`src/rtl/tgpbv_pkg.sv`:
```
// tgpbv_pkg: shared widths, constants and word types for the triangle
// quadrature basis core; no dependencies, imported by all rtl modules
package tgpbv_pkg;

   localparam int COORD_BITS    = 32;
   localparam int FRAC_BITS_DEF = 16;
   localparam int HW            = COORD_BITS - 1;   // half extent width
   localparam int MAG_W         = COORD_BITS + 5;   // |30 * offset| width
   localparam int DW            = COORD_BITS + 4;   // 30 * half extent width
   localparam int QB            = 22;               // quotient bits incl. round bit
   localparam int BASIS_W       = 20;
   localparam int DIV_LAT       = QB + 2;

   localparam logic [QB-1:0] BASIS_MAX     = QB'(524287);
   localparam logic [QB-1:0] BASIS_MIN_MAG = QB'(524288);

   // point slot codes, seven points per triangle
   localparam logic [2:0] FIRST_RULE1_K = 3'd3;
   localparam logic [2:0] LAST_K        = 3'd6;

   typedef struct packed {
      logic signed [COORD_BITS-1:0] x_vertex_a;
      logic signed [COORD_BITS-1:0] y_vertex_a;
      logic signed [COORD_BITS-1:0] x_vertex_b;
      logic signed [COORD_BITS-1:0] y_vertex_b;
      logic signed [COORD_BITS-1:0] x_vertex_c;
      logic signed [COORD_BITS-1:0] y_vertex_c;
   } req_word_type;

   typedef struct packed {
      logic                      rule_kind;
      logic [1:0]                point_index;
      logic signed [BASIS_W-1:0] basis_x;
      logic signed [BASIS_W-1:0] basis_y;
      logic [31:0]               half_extent_x;
      logic [31:0]               half_extent_y;
      logic                      degenerate;
      logic                      last_point;
   } rsp_word_type;

   // side data that rides next to the dividers
   typedef struct packed {
      logic        rule_kind;
      logic [1:0]  point_index;
      logic [31:0] half_extent_x;
      logic [31:0] half_extent_y;
      logic        degenerate;
      logic        last_point;
   } tag_type;

   // one divider operand set
   typedef struct packed {
      logic             neg;
      logic             zero;
      logic [MAG_W-1:0] mag;
      logic [DW-1:0]    den;
   } axis_type;

   typedef struct packed {
      tag_type  tag;
      axis_type ax_x;
      axis_type ax_y;
   } issue_type;

endpackage

```
`src/rtl/tgpbv_issue.sv`:
```
// tgpbv_issue: triangle holding register, seven-point sequencer and the three
// operand stages (vertex copy, offsets/half extents, operands); uses tgpbv_pkg
module tgpbv_issue (
   input  logic                  clock,
   input  logic                  reset,
   input  logic                  adv,
   input  logic                  req_valid,
   input  tgpbv_pkg::req_word_type req_word,
   output logic                  req_stall,
   output logic                  out_vld,
   output tgpbv_pkg::issue_type  out_slot
);
   import tgpbv_pkg::*;

   localparam int C = COORD_BITS;

   // 30 * (point - centroid) up to the factor 5 or 4
   function automatic logic signed [C+2:0] offs(input logic [2:0] k,
         input logic signed [C-1:0] a, input logic signed [C-1:0] b,
         input logic signed [C-1:0] c);
      logic signed [C+2:0] ea, eb, ec, t;
      ea = {{3{a[C-1]}}, a};
      eb = {{3{b[C-1]}}, b};
      ec = {{3{c[C-1]}}, c};
      case (k)
         3'd0:    t = ea + ec - (eb <<< 1);
         3'd1:    t = ea + eb - (ec <<< 1);
         3'd2:    t = eb + ec - (ea <<< 1);
         3'd4:    t = (ea <<< 1) - eb - ec;
         3'd5:    t = (eb <<< 1) - ea - ec;
         3'd6:    t = (ec <<< 1) - ea - eb;
         default: t = '0;
      endcase
      return t;
   endfunction

   // half of bounding box span, truncated
   function automatic logic [HW-1:0] half(input logic signed [C-1:0] p,
         input logic signed [C-1:0] q, input logic signed [C-1:0] s);
      logic signed [C-1:0] mx, mn;
      logic [C:0] diff;
      mx = p;
      mn = p;
      if (q > mx) mx = q;
      if (s > mx) mx = s;
      if (q < mn) mn = q;
      if (s < mn) mn = s;
      diff = {mx[C-1], mx} - {mn[C-1], mn};
      return diff[C-1:1];
   endfunction

   // divider operands from an offset and a half extent
   function automatic axis_type mk_axis(input logic rule0,
         input logic signed [C+2:0] t, input logic [HW-1:0] h);
      logic signed [C+5:0] e5, num, mag_full;
      axis_type ax;
      e5       = {{3{t[C+2]}}, t};
      num      = rule0 ? (e5 <<< 2) + e5 : (e5 <<< 2);
      mag_full = num[C+5] ? -num : num;
      ax.neg   = num[C+5];
      ax.zero  = (h == '0);
      ax.mag   = mag_full[MAG_W-1:0];
      ax.den   = (DW'(h) << 5) - (DW'(h) << 1);
      return ax;
   endfunction

   logic         tri_vld_ff;
   req_word_type tri_ff;
   logic [2:0]   k_ff;
   logic         last_k;
   logic         accept;

   logic         s1_vld_ff;
   req_word_type s1_ff;
   logic [2:0]   s1_k_ff;

   logic                s2_vld_ff;
   logic [2:0]          s2_k_ff;
   logic signed [C+2:0] s2_tx_ff, s2_ty_ff;
   logic [HW-1:0]       s2_hx_ff, s2_hy_ff;

   logic      s3_vld_ff;
   issue_type s3_ff;
   issue_type s3_in;

   // sequencer: one point slot per advancing cycle
   assign last_k    = (k_ff == LAST_K);
   assign req_stall = tri_vld_ff && !(adv && last_k);
   assign accept    = req_valid && !req_stall;

   always_ff @(posedge clock) begin
      if (reset) begin
         tri_vld_ff <= 1'b0;
         k_ff       <= '0;
      end else begin
         if (accept) begin
            tri_vld_ff <= 1'b1;
         end else if (adv && tri_vld_ff && last_k) begin
            tri_vld_ff <= 1'b0;
         end
         if (adv && tri_vld_ff) begin
            k_ff <= last_k ? 3'd0 : k_ff + 3'd1;
         end
      end
   end

   always_ff @(posedge clock) begin
      if (accept) begin
         tri_ff <= req_word;
      end
   end

   // stage valid bits
   always_ff @(posedge clock) begin
      if (reset) begin
         s1_vld_ff <= 1'b0;
         s2_vld_ff <= 1'b0;
         s3_vld_ff <= 1'b0;
      end else if (adv) begin
         s1_vld_ff <= tri_vld_ff;
         s2_vld_ff <= s1_vld_ff;
         s3_vld_ff <= s2_vld_ff;
      end
   end

   // stage 3 operand and tag build
   always_comb begin
      s3_in.tag.rule_kind     = (s2_k_ff >= FIRST_RULE1_K);
      s3_in.tag.point_index   = (s2_k_ff >= FIRST_RULE1_K) ?
                                2'(s2_k_ff - FIRST_RULE1_K) : s2_k_ff[1:0];
      s3_in.tag.half_extent_x = 32'(s2_hx_ff);
      s3_in.tag.half_extent_y = 32'(s2_hy_ff);
      s3_in.tag.degenerate    = (s2_hx_ff == '0) || (s2_hy_ff == '0);
      s3_in.tag.last_point    = (s2_k_ff == LAST_K);
      s3_in.ax_x = mk_axis(s2_k_ff < FIRST_RULE1_K, s2_tx_ff, s2_hx_ff);
      s3_in.ax_y = mk_axis(s2_k_ff < FIRST_RULE1_K, s2_ty_ff, s2_hy_ff);
   end

   // stage payload
   always_ff @(posedge clock) begin
      if (adv) begin
         s1_ff    <= tri_ff;
         s1_k_ff  <= k_ff;
         s2_k_ff  <= s1_k_ff;
         s2_tx_ff <= offs(s1_k_ff, s1_ff.x_vertex_a, s1_ff.x_vertex_b, s1_ff.x_vertex_c);
         s2_ty_ff <= offs(s1_k_ff, s1_ff.y_vertex_a, s1_ff.y_vertex_b, s1_ff.y_vertex_c);
         s2_hx_ff <= half(s1_ff.x_vertex_a, s1_ff.x_vertex_b, s1_ff.x_vertex_c);
         s2_hy_ff <= half(s1_ff.y_vertex_a, s1_ff.y_vertex_b, s1_ff.y_vertex_c);
         s3_ff    <= s3_in;
      end
   end

   assign out_vld  = s3_vld_ff;
   assign out_slot = s3_ff;

endmodule

```
`config.mk`:
```
export PLATFORM = sky130hd
export DESIGN_NAME = tgpbv_issue
export DESIGN_NICKNAME = d
export VERILOG_FILES = /design/src/rtl/tgpbv_pkg.sv /design/src/rtl/tgpbv_issue.sv
export SDC_FILE = /design/constraint.sdc
export NUM_CORES = 2
export LEC_CHECK = 0
export BUFFER_PORTS_ARGS = -buffer_cell sky130_fd_sc_hd__buf_2
export CAP_MARGIN = 25
export CORE_UTILIZATION = 29
export DETAILED_ROUTE_END_ITERATION = 8
export MAX_ROUTING_LAYER = met4
export SYNTH_ARGS = -nofsm -noshare
export SYNTH_HDL_FRONTEND = slang
export SYNTH_SLANG_ARGS = --single-unit
```
`constraint.sdc`:
```
create_clock -name clock -period 10.1 [get_ports clock]
set_input_delay 0.505 -clock clock [delete_from_list [all_inputs] [get_ports clock]]
set_output_delay 0.505 -clock clock [all_outputs]
set_load 0.02 [all_outputs]
```
# Word level (Yosys, flattened, before mapping)

Index checks and enable logic that the tools add are counted.

Flip-flop bits (word level): 746
Logic and storage cells: 126

Add/sub/neg operators: 34
$lt $le $gt $ge: 10
Eq/ne operators: 7
Multiplexer cells: 26
Reduce and logical (&&, ||, !) cells: 12

Operators with widths:

| cell                  | number |
|---|---|
| $mux W32              | 16 |
| $pmux W35 S6          | 2 |
| $sub A34 B32 Y35      | 6 |
| $sub A33 B32 Y34      | 6 |
| $sub A33 B33 Y34      | 6 |
| $add A32 B32 Y33      | 6 |
| $gt A32 B32 Y1        | 4 |
| $lt A32 B32 Y1        | 4 |
| $add A37 B35 Y38      | 2 |
| $mux W38              | 2 |
| $mux W37              | 2 |
| $neg A37 Y37          | 2 |
| $sub A36 B32 Y36      | 2 |
| $sub A32 B32 Y32      | 2 |
| $logic_not A31 Y1     | 2 |
| $eq A3 B3 Y1 const B  | 5 |
| $logic_and A1 B1 Y1   | 5 |
| $add A3 B1 Y3 const B | 1 |
| $eq A3 B1 Y1 const B  | 1 |
| $eq A3 B2 Y1 const B  | 1 |
| $ge A3 B2 Y1 const B  | 1 |
| $logic_not A3 Y1      | 1 |
| $lt A3 B2 Y1 const B  | 1 |
| $mux W3               | 1 |
| other kinds (6)       | 8 |

# Logic depth before layout (Yosys ltp)

Word-level depth: 7
Mapped depth: 39

# Worst setup path after synthesis

Ideal clock, no wire load.

Kind: register to register
Start point: reg s1_ff[127] (netlist bit)
End point: reg s2_hx_ff[29], data pin
Arrival: 8,728 ps
Data required time: 9,842 ps
Slack: 1,115 ps
Cell stages (with the launch flop): 39
Path buffers: 3
Period minus slack after synthesis: 8,985 ps
Cell sequence: edfxtp_1 -> inv_1 -> ha_1 -> or4_1 -> nor4b_2 -> and4_1 -> o41ai_1 -> nand3_2 -> mux2_2 -> a21boi_4 -> buf_1 -> mux2i_1 -> ha_1 -> a21o_1 -> a21o_1 -> a21oi_1 -> nor2_1 -> or4_1 -> [... 3 more ...] -> clkbuf_1 -> a21oi_1 -> fa_1 -> a21o_1 -> a21oi_1 -> o21bai_1 -> a21o_1 -> a21oi_1 -> o21ai_0 -> a21oi_1 -> o21a_1 -> o21ai_0 -> a21oi_1 -> o31ai_1 -> o31ai_1 -> nand2b_1 -> a21oi_1 -> xnor2_1

Longest elaborated chain between the ends: 7

Ends and longest elaborated chain:

| element                                                 | line                                 | source |
|---|---|---|
| start, declared                                         | tgpbv_issue.sv:74                    | `req_word_type s1_ff;` |
| start signal, assigned                                  | tgpbv_issue.sv:142                   | `s1_ff <= tri_ff;` |
| $gt A32 B32 Y1 / $lt A32 B32 Y1 (equally long branches) | tgpbv_issue.sv:44, tgpbv_issue.sv:46 |  |
| $mux W32, on equally long branches                      | tgpbv_issue.sv:44, tgpbv_issue.sv:46 |  |
| $mux W32                                                | tgpbv_issue.sv:141                   | `if (adv) begin` |
| $gt A32 B32 Y1 / $lt A32 B32 Y1 (equally long branches) | tgpbv_issue.sv:45, tgpbv_issue.sv:47 |  |
| $mux W32, on equally long branches                      | tgpbv_issue.sv:45, tgpbv_issue.sv:47 |  |
| $mux W32                                                | tgpbv_issue.sv:141                   |  |
| $sub A32 B32 Y32 (*)                                    | tgpbv_issue.sv:48                    | `diff = {mx[C-1], mx} - {mn[C-1], mn};` |
| end signal, assigned                                    | tgpbv_issue.sv:147                   | `s2_hx_ff <= half(s1_ff.x_vertex_a, s1_ff.x_vertex_b, s1_ff.x_vertex_c);` |
| end, declared                                           | tgpbv_issue.sv:80                    | `logic [HW-1:0] s2_hx_ff, s2_hy_ff;` |

Every way passes the cells marked *; elsewhere a longest branch is shown, timed or not. The select of a mux whose other input is x is not followed.
A chain may end at the register's enable or synchronous reset.

# Worst setup path after layout

Start point: reg s1_ff[191] (netlist bit)
End point: reg s2_hx_ff[29], data pin

The elaborated chain is that of the path after synthesis.

==> qor.csv <==
metric;value;unit
status;complete, but fails checks;
violations;design-rule violations;
combPwrFrac;54.5;%
r2r-start;s1_ff[191]$_DFFE_PP_;
start_util;29.2;%
p_switching;8.21;mW
first_pass_iters;9;
grt_util_met1;26.2;%
hp-class;input pin to flip-flop;
hold-path-endpoint;s1_ff[29]$_DFFE_PP_;
p_leak;35.2;nW
reg2reg_depth;40;
io_pins;417;
tightest_slew;1.11;ns
synthCells;7069;
port_buffers;412;
start_kind;flip-flop;
setup-tns-final;0;ns
hold_viol_final;0;
max_stage_delay;0.66;ns
die_w;486;um
powerDensity;236;mW/mm^2
rrSetupSlack;0.63;ns
crit_top_cell;a21oi_1;
pwr-share-clk;18.5;%
crit_arrival;9.95;ns
ys_warn_count;0;
swShare;43.7;%
wl_per_cell;21.2;um
grt_pass1_vias;54200;
synth_edf_count;735;
antenna_found_initial;18;
fin_skew;0.0620;ns
cp_slowest_cell;or4_1;
crit_type;flip-flop to flip-flop;
viasPerCell;5.16;
vias;56100;
hpwl;187000;um
intPower;10.6;mW
postRouteAntennaNets;0;
finalCritPeriodShare;93.7;%
maxCapViolations;0;
timing.rr.end;s2_hx_ff[29]$_DFFE_PP_;
max-slew-margin-rel;25.7;%
end_kind;flip-flop;
gp_congestion;0.952;
drcViolationCount;8;
ir_worst_vdd;135;uV
period_needed;9.47;ns
max_freq;106;MHz
wl;231000;um
seq_area_frac_synth;32.7;%
slew_viol_final;0;
syn-cell-area;0.0678;mm^2
initialDrtViolationCount;4609;
power;18.8;mW
ys_types;102;
cts_tree;done;
avgSynthCellArea;9.59;um^2
synthToLayoutAreaGrowth;17.1;%
clkSinkCount;742;
use_met3;1.92;%
clk_latency;0.77;ns
layout-drive-gt1-share;10.3;%
cts.path.max_buffers;3;
synthFlopType;edfxtp_1;
die_h;486;um
hp-start;adv;
design.core.area;0.233;mm^2
die-area;0.236;mm^2
min_path_cells;1;
busiest_layer;met2;
setup_viol;0;
rsz0062_at_grt;no;
synth-seq-cells;742;
grt_use_met2;30.9;%
cts_buffers;90;
gr-usage-all-layers;19.5;%
overflow;0;
hold_ws;0.135;ns
final_nets;8999;
htree_levels;3;
critPathMaxFanout;16;
path_clk_slew;0.06;ns
pwr-share-seq;27.0;%
rows;177;
cts-root-buf;clkbuf_16;
ys_async_sr_fraction;0;%
cp_data_required_time;10.59;ns
grt_max_degree;175;
grt_pass1_wl;342000;um
power groups by stage:
stage                     logic (mW)  registers (mW)  clock network [mW]
after floorplan                 6.84            5.25                   0
final                           10.2            5.08                3.47
after global placement          9.87            5.15                   0
after global routing            11.2            5.14                3.69
after detailed placement        9.98            5.15                   0
after CTS                       10.1            5.10                3.59
cell type report:
type	count	area [um^2]
diodes	13	32.5
clock buffers	99	2330
clock inverters	67	796
fillers	23800	153000
inverters	830	3120
multi-input cells	5372	42200
flip-flops and latches	742	22200
well taps	3043	3810
repair buffers	719	4960
routing by layer:
| layer | vias up | part of all wire, % |
|---|---|---|
| li1 | 27000 | - |
| met1 | 27300 | 46 |
| met2 | 1581 | 46 |
| met3 | 284 | 5.0 |
| met4 | 0 | 3.2 |
| met5 | - | 0 |
cell usage in the layout, fill, tap and decap left out, drive strengths merged, types with 77 or more instances in the layout:
master       netlist  layout
nand2b           101     101
edfxtp           735     735
nand4             78      78
buf               28     524
nor2             410     410
clkbuf           100      99
dlygate4sd3        0     195
inv              829     837
ha               846     846
nor3             108     108
a21o             311     311
fa               202     202
o21bai            88      88
xnor2            372     372
mux2i            136     136
o21a              77      77
nand2            380     380
nand3            102     102
o21ai            409     409
a21oi            661     661
xor2             203     203
synth_stat cells, types with 76 or more instances:
| library cell | count | area share [%] |
|---|---|---|
| ha_1 | 846 | 16 |
| fa_1 | 202 | 6.0 |
| a21oi_1 | 660 | 4.9 |
| o21bai_1 | 88 | 0.97 |
| edfxtp_1 | 735 | 33 |
| nor3_1 | 107 | 0.79 |
| inv_1 | 829 | 4.6 |
| nand3_1 | 100 | 0.74 |
| o21a_1 | 77 | 0.85 |
| o21ai_0 | 394 | 2.9 |
| nand4_1 | 78 | 0.72 |
| mux2i_1 | 135 | 2.0 |
| clkbuf_1 | 100 | 0.55 |
| a21o_1 | 311 | 3.4 |
| xnor2_1 | 372 | 4.8 |
| nor2_1 | 410 | 2.3 |
| xor2_1 | 203 | 2.6 |
| nand2b_1 | 101 | 0.93 |
| nor2b_1 | 76 | 0.70 |
| nand2_1 | 380 | 2.1 |
logic make-up (layout without fill, tap and decap cells):
| family | after synthesis | after routing | share of synthesized area [%] |
|---|---|---|---|
| multiplexers | 171 | 171 | 2.61 |
| AO/OA/AOI/OAI | 2067 | 2067 | 19.4 |
| AND/OR/NAND/NOR | 1507 | 1507 | 10.9 |
| adder cells (fa/ha/maj) | 1048 | 1048 | 21.6 |
| buffers and inverters | 958 | 1715 | 5.34 |
| XOR/XNOR | 575 | 575 | 7.43 |
| flip-flops | 742 | 742 | 32.7 |
| other | 1 | 17 | 0.00553 |
flip-flops by register name, summed over array words and instances (netlist names), 3 cells and up:
name	count
s2_hy_ff	31
tri_ff	192
k_ff	3
s2_k_ff	3
s1_ff	192
s2_tx_ff	35
s2_ty_ff	35
out_slot	213
s1_k_ff	3
s2_hx_ff	31
through the flow:
stage	worst slack, ns	cells	cell area, um^2	utilization [%]
floorplan	1.11	7072	67800	-
global placement	0.276	10500	74100	31.9
detailed placement	0.364	10500	74200	31.9
CTS	0.294	10900	79200	34.1
global route	0.0645	10900	79400	34.2
finish	0.631	10900	79400	34.2
what timing repair did:
item                                   CTS  global route
resized for setup                        0            18
endpoints found under the hold margin  199             0
hold buffers                           195             0
buffers inserted                         0            12
setup endpoints to repair                0             7
worst max path at each step:
stage	endpoint	cells after the start	start	slack, ns
2_1_floorplan	s2_hx_ff[29]$_DFFE_PP_	38	s1_ff[127]$_DFFE_PP_	1.11
3_3_place_gp	s2_hy_ff[29]$_DFFE_PP_	39	s1_ff[90]$_DFFE_PP_	0.28
3_5_place_dp	s2_hy_ff[29]$_DFFE_PP_	39	s1_ff[91]$_DFFE_PP_	0.36
4_1_cts	s2_hy_ff[29]$_DFFE_PP_	39	s1_ff[91]$_DFFE_PP_	0.29
5_1_grt	s2_hy_ff[29]$_DFFE_PP_	39	s1_ff[94]$_DFFE_PP_	0.06
6_report	s2_hx_ff[29]$_DFFE_PP_	40	s1_ff[191]$_DFFE_PP_	0.63
worst max-delay path: cells and delay by family, from the launching register on:
kind,cells,cell delay (ns)
flip-flops,1,0.48
multiplexers,2,0.48
AO/OA/AOI/OAI,21,4.10
AND/OR/NAND/NOR,9,2.30
adder cells (fa/ha/maj),3,1.07
buffers and inverters,4,0.68
XOR/XNOR,1,0.08
Power figures use the tool's default switching activity.
